$ cat config.mk
export PLATFORM = sky130hd
export DESIGN_NAME = cartridge_bank_mapper
export DESIGN_NICKNAME = d
export VERILOG_FILES = /design/src/hdl/cbm_pkg.sv /design/src/hdl/cartridge_bank_mapper.sv /design/src/hdl/cbm_regs.sv /design/src/hdl/cbm_decode.sv
export SDC_FILE = /design/constraint.sdc
export NUM_CORES = 1
export LEC_CHECK = 0
export CORE_MARGIN = 2
export CORE_UTILIZATION = 37
export DETAILED_ROUTE_END_ITERATION = 8
export DONT_BUFFER_PORTS = 1
export HOLD_SLACK_MARGIN = 0.03
export PLACE_DENSITY_LB_ADDON = 0.25
export SLEW_MARGIN = 10
export SYNTH_ARGS = -nofsm -noshare
export SYNTH_HDL_FRONTEND = slang
export SYNTH_SLANG_ARGS = --single-unit
$ cat constraint.sdc
create_clock -name i_clk -period 3.4 [get_ports i_clk]
set_clock_uncertainty 0.2 [all_clocks]
set_input_delay 0.68 -clock i_clk [delete_from_list [all_inputs] [get_ports i_clk]]
set_output_delay 0.68 -clock i_clk [all_outputs]
set_load 0.05 [all_outputs]
$ cat src/hdl/cbm_pkg.sv
`default_nettype none

package cbm_pkg;

    // Default cartridge sizes, in 8 KB banks
    localparam int ROM_BANKS_DEF = 16;
    localparam int RAM_BANKS_DEF = 16;

    // Bus commands
    localparam logic CMD_READ  = 1'b0;
    localparam logic CMD_WRITE = 1'b1;

    // Configuration register indexes
    localparam logic CFG_OPLL0 = 1'b0;
    localparam logic CFG_OPLL1 = 1'b1;

    // Address decode constants
    localparam logic [15:0] RAM_EN_ADDR     = 16'h48FB;
    localparam logic [15:0] RAM_EN_MASK     = 16'hF8FF;
    localparam logic [15:0] BANK1_MASK      = 16'hF8FC;
    localparam logic [15:0] BANK1_ADDR      = 16'h48FC;
    localparam logic [15:0] BANK0_MASK      = 16'h1800;
    localparam logic [15:0] BANK0_ADDR      = 16'h1000;
    localparam logic [7:0]  SCC_BANK_MASK   = 8'h3F;
    localparam logic [15:0] SCC_LO          = 16'h9800;
    localparam logic [15:0] SCC_HI          = 16'hA000;
    localparam logic [15:0] OPLL0_ADDR      = 16'h7FF4;
    localparam logic [15:0] OPLL1_ADDR      = 16'h7FF2;
    localparam logic [15:0] OPLL_MASK       = 16'hFFFE;
    localparam logic [15:0] WR_LO           = 16'h4800;
    localparam logic [15:0] WR_HI           = 16'hC000;
    localparam logic [15:0] RAM_WR_LO       = 16'h6000;
    localparam logic [2:0]  SCC_EN_PAGE     = 3'd4;

    typedef enum logic [1:0] {
        MEM_NONE = 2'd0,
        MEM_ROM  = 2'd1,
        MEM_RAM  = 2'd2,
        MEM_SCC  = 2'd3
    } t_mem_sel;

    typedef enum logic [1:0] {
        OPLL_NONE = 2'd0,
        OPLL_0    = 2'd1,
        OPLL_1    = 2'd2
    } t_opll_sel;

    // Mapper state as seen by the decoder
    typedef struct packed {
        logic [3:0][7:0] bank;
        logic            ram_en;
        logic            scc_en;
        logic            opll0;
        logic            opll1;
    } t_state;

    // State changes requested by one write
    typedef struct packed {
        logic       bank_we;
        logic [1:0] bank_idx;
        logic [7:0] bank_data;
        logic       ram_we;
        logic       ram_val;
        logic       scc_we;
        logic       scc_val;
    } t_upd;

    typedef struct packed {
        t_mem_sel    mem_select;
        logic        mem_write;
        logic [20:0] mem_address;
        t_opll_sel   opll_select;
        logic        opll_port;
        logic [7:0]  data_out;
        logic        invalidate;
        logic [2:0]  invalidate_page;
    } t_result;

endpackage

`default_nettype wire

$ cat src/hdl/cartridge_bank_mapper.sv
`default_nettype none

// Bus-side mapper for an 8 KB banked cartridge with extra RAM, an SCC sound
// window and two FM chip tunnels. Each accepted word is one CPU access; it
// produces exactly one result word naming the target (ROM, RAM, SCC or none),
// its 21-bit byte address, any FM chip port write, and a cache-invalidate
// flag when a bank register changes value. A word passes the input register,
// then the result register; throughput is one word per cycle while the output
// is not stalled, set by the single-pass decode between those registers, with
// the mapper state updated as each word moves into the result register so
// the next word sees it. The input side keeps accepting while a finished
// result waits, until both registers are full. RomBanks and RamBanks give the
// ROM size and the RAM bank count used to fold bank values onto RAM. The opll
// present registers may be written only while the block is idle.
module cartridge_bank_mapper #(
    parameter int RomBanks = cbm_pkg::ROM_BANKS_DEF,
    parameter int RamBanks = cbm_pkg::RAM_BANKS_DEF
) (
    input  wire logic        i_clk,
    input  wire logic        i_rst_n,
    // input word channel
    input  wire logic        i_in_valid,
    output logic             o_in_stall,
    input  wire logic        i_command,
    input  wire logic [15:0] i_address,
    input  wire logic [7:0]  i_write_data,
    // result word channel
    output logic             o_out_valid,
    input  wire logic        i_out_stall,
    output logic [1:0]       o_mem_select,
    output logic             o_mem_write,
    output logic [20:0]      o_mem_address,
    output logic [1:0]       o_opll_select,
    output logic             o_opll_port,
    output logic [7:0]       o_data_out,
    output logic             o_invalidate,
    output logic [2:0]       o_invalidate_page,
    // configuration
    input  wire logic        i_cfg_we,
    input  wire logic        i_cfg_index,
    input  wire logic        i_cfg_wdata
);

    logic             r_s1_valid;
    logic             r_s1_command;
    logic [15:0]      r_s1_address;
    logic [7:0]       r_s1_data;
    logic             r_out_valid;
    cbm_pkg::t_result r_out;

    logic             out_free;
    logic             s1_move;
    logic             in_take;
    cbm_pkg::t_state  state;
    cbm_pkg::t_result result;
    cbm_pkg::t_upd    upd;

    // Result register frees when empty or taken this cycle
    assign out_free   = !r_out_valid || !i_out_stall;
    assign s1_move    = r_s1_valid && out_free;
    assign o_in_stall = r_s1_valid && !out_free;
    assign in_take    = i_in_valid && !o_in_stall;

    always_ff @(posedge i_clk) begin
        if (!i_rst_n) begin
            r_s1_valid  <= 1'b0;
            r_out_valid <= 1'b0;
        end else begin
            // hold stage 1 only while the result register is blocked
            if (out_free) begin
                r_s1_valid <= in_take;
            end else if (in_take) begin
                r_s1_valid <= 1'b1;
            end
            if (out_free) begin
                r_out_valid <= r_s1_valid;
            end
        end
    end

    always_ff @(posedge i_clk) begin
        if (in_take) begin
            r_s1_command <= i_command;
            r_s1_address <= i_address;
            r_s1_data    <= i_write_data;
        end
        if (s1_move) begin
            r_out <= result;
        end
    end

    cbm_decode #(
        .RomBanks (RomBanks),
        .RamBanks (RamBanks)
    ) u_decode (
        .i_command    (r_s1_command),
        .i_address    (r_s1_address),
        .i_write_data (r_s1_data),
        .i_state      (state),
        .o_result     (result),
        .o_upd        (upd)
    );

    // commit state changes as the word advances into the result register
    cbm_regs u_regs (
        .i_clk       (i_clk),
        .i_rst_n     (i_rst_n),
        .i_upd_en    (s1_move),
        .i_upd       (upd),
        .i_cfg_we    (i_cfg_we),
        .i_cfg_index (i_cfg_index),
        .i_cfg_wdata (i_cfg_wdata),
        .o_state     (state)
    );

    assign o_out_valid       = r_out_valid;
    assign o_mem_select      = r_out.mem_select;
    assign o_mem_write       = r_out.mem_write;
    assign o_mem_address     = r_out.mem_address;
    assign o_opll_select     = r_out.opll_select;
    assign o_opll_port       = r_out.opll_port;
    assign o_data_out        = r_out.data_out;
    assign o_invalidate      = r_out.invalidate;
    assign o_invalidate_page = r_out.invalidate_page;

endmodule

`default_nettype wire

$ cat src/hdl/cbm_regs.sv
`default_nettype none

module cbm_regs (
    input  wire logic          i_clk,
    input  wire logic          i_rst_n,
    input  wire logic          i_upd_en,
    input  wire cbm_pkg::t_upd i_upd,
    input  wire logic          i_cfg_we,
    input  wire logic          i_cfg_index,
    input  wire logic          i_cfg_wdata,
    output cbm_pkg::t_state    o_state
);

    logic [3:0][7:0] r_bank;
    logic            r_ram_en;
    logic            r_scc_en;
    logic            r_opll0;
    logic            r_opll1;

    always_ff @(posedge i_clk) begin
        if (!i_rst_n) begin
            r_bank   <= {8'd3, 8'd2, 8'd1, 8'd0};
            r_ram_en <= 1'b0;
            r_scc_en <= 1'b0;
            r_opll0  <= 1'b1;
            r_opll1  <= 1'b1;
        end else begin
            if (i_upd_en) begin
                if (i_upd.bank_we) begin
                    r_bank[i_upd.bank_idx] <= i_upd.bank_data;
                end
                if (i_upd.ram_we) begin
                    r_ram_en <= i_upd.ram_val;
                end
                if (i_upd.scc_we) begin
                    r_scc_en <= i_upd.scc_val;
                end
            end
            if (i_cfg_we) begin
                case (i_cfg_index)
                    cbm_pkg::CFG_OPLL0: r_opll0 <= i_cfg_wdata;
                    cbm_pkg::CFG_OPLL1: r_opll1 <= i_cfg_wdata;
                    default: ;
                endcase
            end
        end
    end

    assign o_state = '{bank: r_bank, ram_en: r_ram_en, scc_en: r_scc_en,
                       opll0: r_opll0, opll1: r_opll1};

endmodule

`default_nettype wire

$ cat src/hdl/cbm_decode.sv
`default_nettype none

module cbm_decode #(
    parameter int RomBanks = cbm_pkg::ROM_BANKS_DEF,
    parameter int RamBanks = cbm_pkg::RAM_BANKS_DEF
) (
    input  wire logic            i_command,
    input  wire logic [15:0]     i_address,
    input  wire logic [7:0]      i_write_data,
    input  wire cbm_pkg::t_state i_state,
    output cbm_pkg::t_result     o_result,
    output cbm_pkg::t_upd        o_upd
);

    // RAM bank index per bank register value, folded at elaboration
    logic [5:0] ram_lut [256];

    for (genvar g = 0; g < 256; g++) begin : g_lut
        assign ram_lut[g] = (g >= RomBanks) ? 6'((g - RomBanks) % RamBanks) : 6'd0;
    end

    logic [2:0]  page;
    logic [7:0]  bank;
    logic        in_scc;
    logic        is_ram;
    logic        in_win;
    logic [20:0] rom_addr;
    logic [20:0] ram_addr;
    logic [20:0] scc_addr;
    logic        ram_next;
    logic        sel;
    logic [2:0]  region;
    logic [1:0]  idx;

    assign page     = i_address[15:13];
    assign bank     = i_state.bank[page[1:0] + 2'd2];
    assign in_scc   = i_state.scc_en && (i_address >= cbm_pkg::SCC_LO)
                      && (i_address < cbm_pkg::SCC_HI);
    assign is_ram   = ((bank & cbm_pkg::SCC_BANK_MASK) != cbm_pkg::SCC_BANK_MASK)
                      && ({24'd0, bank} >= 32'(RomBanks));
    assign in_win   = (i_address >= cbm_pkg::WR_LO) && (i_address < cbm_pkg::WR_HI);
    assign rom_addr = {bank, i_address[12:0]};
    assign ram_addr = {2'd0, ram_lut[bank], i_address[12:0]};
    assign scc_addr = {13'd0, i_address[7:0]};

    always_comb begin
        o_result = '{mem_select: cbm_pkg::MEM_NONE, mem_write: 1'b0,
                     mem_address: 21'd0, opll_select: cbm_pkg::OPLL_NONE,
                     opll_port: 1'b0, data_out: 8'd0, invalidate: 1'b0,
                     invalidate_page: 3'd0};
        o_upd    = '0;
        ram_next = i_state.ram_en;
        sel      = 1'b0;
        region   = 3'd0;
        idx      = 2'd0;

        if (i_command == cbm_pkg::CMD_READ) begin
            if (in_scc) begin
                o_result.mem_select  = cbm_pkg::MEM_SCC;
                o_result.mem_address = scc_addr;
            end else if (is_ram) begin
                o_result.mem_select  = cbm_pkg::MEM_RAM;
                o_result.mem_address = ram_addr;
            end else begin
                o_result.mem_select  = cbm_pkg::MEM_ROM;
                o_result.mem_address = rom_addr;
            end
        end else if (in_win) begin
            if (in_scc) begin
                o_result.mem_select  = cbm_pkg::MEM_SCC;
                o_result.mem_write   = 1'b1;
                o_result.mem_address = scc_addr;
                o_result.data_out    = i_write_data;
            end else begin
                // RAM write sees the enable as it was before this word
                if (i_state.ram_en && is_ram && (i_address >= cbm_pkg::RAM_WR_LO)) begin
                    o_result.mem_select  = cbm_pkg::MEM_RAM;
                    o_result.mem_write   = 1'b1;
                    o_result.mem_address = ram_addr;
                    o_result.data_out    = i_write_data;
                end
                if (((i_address & cbm_pkg::OPLL_MASK) == cbm_pkg::OPLL0_ADDR)
                    && i_state.opll0) begin
                    o_result.opll_select = cbm_pkg::OPLL_0;
                    o_result.opll_port   = i_address[0];
                    o_result.data_out    = i_write_data;
                end
                if (((i_address & cbm_pkg::OPLL_MASK) == cbm_pkg::OPLL1_ADDR)
                    && i_state.opll1) begin
                    o_result.opll_select = cbm_pkg::OPLL_1;
                    o_result.opll_port   = i_address[0];
                    o_result.data_out    = i_write_data;
                end
                if ((i_address & cbm_pkg::RAM_EN_MASK) == cbm_pkg::RAM_EN_ADDR) begin
                    ram_next       = i_write_data[0];
                    o_upd.ram_we   = 1'b1;
                    o_upd.ram_val  = i_write_data[0];
                end
                if (!ram_next
                    && ((i_address & cbm_pkg::BANK0_MASK) == cbm_pkg::BANK0_ADDR)) begin
                    sel    = 1'b1;
                    region = page;
                end else if (ram_next
                    && ((i_address & cbm_pkg::BANK1_MASK) == cbm_pkg::BANK1_ADDR)) begin
                    sel    = 1'b1;
                    region = {1'b0, i_address[1:0]} + 3'd2;
                end
                if (sel) begin
                    idx              = region[1:0] + 2'd2;
                    o_upd.bank_we    = 1'b1;
                    o_upd.bank_idx   = idx;
                    o_upd.bank_data  = i_write_data;
                    if (i_state.bank[idx] != i_write_data) begin
                        o_result.invalidate      = 1'b1;
                        o_result.invalidate_page = region;
                    end
                    if (region == cbm_pkg::SCC_EN_PAGE) begin
                        o_upd.scc_we  = 1'b1;
                        o_upd.scc_val = (i_write_data & cbm_pkg::SCC_BANK_MASK)
                                        == cbm_pkg::SCC_BANK_MASK;
                    end
                end
            end
        end
    end

endmodule

`default_nettype wire
==> results.cfg <==
[pwr]
peakVddDrop_uv = 211
power_leakage_nw = 1.84
p_int_mw = 1.97
clockPowerShare_pct = 38.7
power_mw = 2.59
comb_power_share_pct = 4.5
seqPwrFrac_pct = 56.8
p_per_area_nw_per_um2 = 498
swShare_pct = 23.8
netSwitchingPower_mw = 0.618

[synthesis]
yosysMostFrequentCell = edfxtp_1
ys_types = 44
synthCells = 421
yosys_warnings = 0
syn_area_um2 = 4670
yosysTopAreaCellShare_pct = 41.2
synth_edf_count = 64
synth-async-reset-ratio_pct = 0
ys.flop_type = edfxtp_1
synth-seq-cells = 102
yosysTopAreaCell = edfxtp_1
syn_area_per_cell_um2 = 11.1
ys_seq_area_share_pct = 57.5
synth_area_leaders = edfxtp_1 (41%), dfxtp_1 (16%), and2_1 (7.5%)
synth_nets = 453
synthTopCellsByCount = edfxtp_1 (64), and2_1 (56), nand2_1 (56)

[detailed_routing]
antenna_left = 0
routedWlPerCell_um = 18.1
first_iter_violations = 250
drc_errors = 0
route.vias.total = 3183
drtPass1Iterations = 4
viasPerCell = 5.27
drt-total-wl_mm = 10.9

[global_routing]
grt_pass1_vias = 3070
grt_pass1_wl_mm = 16.7
grt.met2_usage_pct = 24.1
grt.total_usage_pct = 16.7
met3_usage_pct = 5.29
grt_use_met1_pct = 22.9
grt_max_degree = 39
antenna_found_initial = 0
grt.busiest_layer = met2
grt_overflow = 0

[worst_setup_path]
crit_fanout = 13
crit_family = simple AND/OR/NAND/NOR gates
start_kind = flip-flop
worst-path-buf-inv = 1
cp_slowest_stage_delay_ns = 0.58
crit_path_end_kind = flip-flop
critical_path_class = flip-flop to flip-flop
critical_path_required_ns = 3.30
slowest_stage = mux4_2
crit_chain = buf_4 -> mux4_2 -> or4_1 -> o21ai_0 -> nor3b_1 -> nor2_1 -> o21ai_1 -> and2_1
cp_data_arrival_time_ns = 3.07

[clock_tree]
cts_hold_buf = 0
cts_buffers = 9
postCtsSetupBuffers = 0
cts_root_buf = clkbuf_16
cts.sinks = 102
ctsHtreeMaxLevel = 3
cts_max_path_buffers = 2
clk_pin_slew_ns = 0.07
ctsResizeCount = 0
cts_tree = done
clk_latency_ns = 0.35

[placed_design]
port_buffers = 0
dp_slack_ns = 0.251
dp_hpwl_mm = 7.85
place_congestion = 0.881

[die]
start_util_pct = 37.4
core-area_um2 = 12500
io_pins = 73
rows = 41
dieArea_um2 = 13500
die_h_um = 116
die_w_um = 116

[sta]
final-hold-violation-count = 0
fin_crit_sh_pct = 93.2
final.setup.tns_ns = 0
setup_slack_ns = 0.230
fmax_mhz = 315
final_max_slew_viol_count = 0
min_period_ns = 3.17
tightest_slew_ns = 0.602
setup_viol = 0
slew_headroom_pct = 59.9
grt_setup_unrepaired = no

[final_layout]
drive_gt1_share_pct = 9.95
fillers = 1178
seqCellArea_um2 = 2680
antennaDiodeCount = 0
area_delta_synth_final_pct = 11.5
final_net_count = 459
multi_input_comb_area_um2 = 1850

[hold_path]
hp-class = primary input to flip-flop

[status]
status = complete, no violations

[run]
timing.max_cap.violations = 0
per-layer routing:
layer | vias to the layer above | wire, um
met5 | - | 0
met4 | 0 | 291
met3 | 22 | 799
met2 | 116 | 4840
met1 | 1512 | 5020
li1 | 1533 | -
layout make-up:
type,count,share of cell area (%)
sequential,102,51.6
multi-input combinational,288,35.6
clock buffer,9,4.33
tap,172,4.14
timing repair buffer,14,2.26
clock inverter,7,1.23
inverter,12,0.866
final timing paths:
kind / from / to / slack (ns) / cells past startpoint
setup / recovery: r_s1_address[13]$_DFFE_PP_ / o_mem_address[5]$_DFFE_PP_ / 0.23 / 8
hold reg to reg: u_regs.o_state[27]$_SDFFE_PN0P_ / u_regs.o_state[27]$_SDFFE_PN0P_ / 0.28 / 2
hold / removal: i_rst_n / u_regs.r_opll0$_SDFFE_PN1P_ / 0.20 / 1
setup reg to reg: r_s1_address[13]$_DFFE_PP_ / o_mem_address[5]$_DFFE_PP_ / 0.23 / 8
kinds of logic (layout without fill, tap and decap cells):
family | after synthesis | after routing | share of synthesized area, %
simple gates | 199 | 199 | 23.4
flops | 102 | 102 | 57.5
compound gates | 64 | 64 | 8.85
buf+inv | 31 | 42 | 2.84
mux | 21 | 21 | 6.65
xor+xnor | 4 | 4 | 0.751
flip-flops by register name (all words and copies together) (netlist names):
register / count
o_data_out: 8
o_invalidate: 1
o_invalidate_page: 3
o_mem_address: 21
o_mem_select: 2
o_mem_write: 1
o_opll_port: 1
o_opll_select: 2
o_out_valid: 1
r_s1_address: 16
r_s1_command: 1
r_s1_data: 8
r_s1_valid: 1
u_regs.o_state: 32
u_regs.r_opll0: 1
u_regs.r_opll1: 1
u_regs.r_ram_en: 1
u_regs.r_scc_en: 1
power groups by stage:
stage | Clock [mW] | Sequential, mW | Combinational, mW
3_3_place_gp | 0 | 1.50 | 0.115
3_5_place_dp | 0 | 1.50 | 0.117
2_1_floorplan | 0 | 1.48 | 0.0878
6_report | 1.00 | 1.47 | 0.117
5_1_grt | 1.08 | 1.48 | 0.130
4_1_cts | 1.03 | 1.47 | 0.118
cell usage in the layout, fill, tap and decap left out, types with 2 or more instances in the layout:
| master | n |
|---|---|
| nor2b_1 | 6 |
| or3_1 | 2 |
| a21boi_0 | 3 |
| o21a_1 | 6 |
| o211ai_1 | 4 |
| nand4_1 | 7 |
| edfxtp_1 | 64 |
| and3_1 | 7 |
| and4_1 | 2 |
| nand2_1 | 56 |
| a211oi_1 | 8 |
| nand3_1 | 15 |
| nor3b_1 | 7 |
| nand2b_1 | 2 |
| clkbuf_16 | 9 |
| clkinv_2 | 4 |
| or2_0 | 3 |
| a21oi_1 | 9 |
| inv_1 | 12 |
| mux2i_1 | 13 |
| mux4_2 | 8 |
| and2_1 | 56 |
| a2111oi_0 | 4 |
| nand4b_1 | 3 |
| nor2_1 | 10 |
| buf_4 | 13 |
| nor3_1 | 12 |
| xnor2_1 | 4 |
| dfxtp_1 | 38 |
| o21ai_0 | 27 |
| nand3b_1 | 2 |
stage by stage:
step | cells | hold slack (ns) | util (%) | instance area (um2)
4_1_cts | 604 | 0.188 | 41.7 | 5200
6_report | 604 | 0.195 | 41.7 | 5200
3_5_place_dp | 588 | 0.268 | 39.4 | 4910
3_3_place_gp | 588 | 0.264 | 39.4 | 4910
2_1_floorplan | 421 | 0.239 | - | 4670
5_1_grt | 604 | 0.192 | 41.7 | 5200
Note: power is estimated with default switching activity, not from simulation.
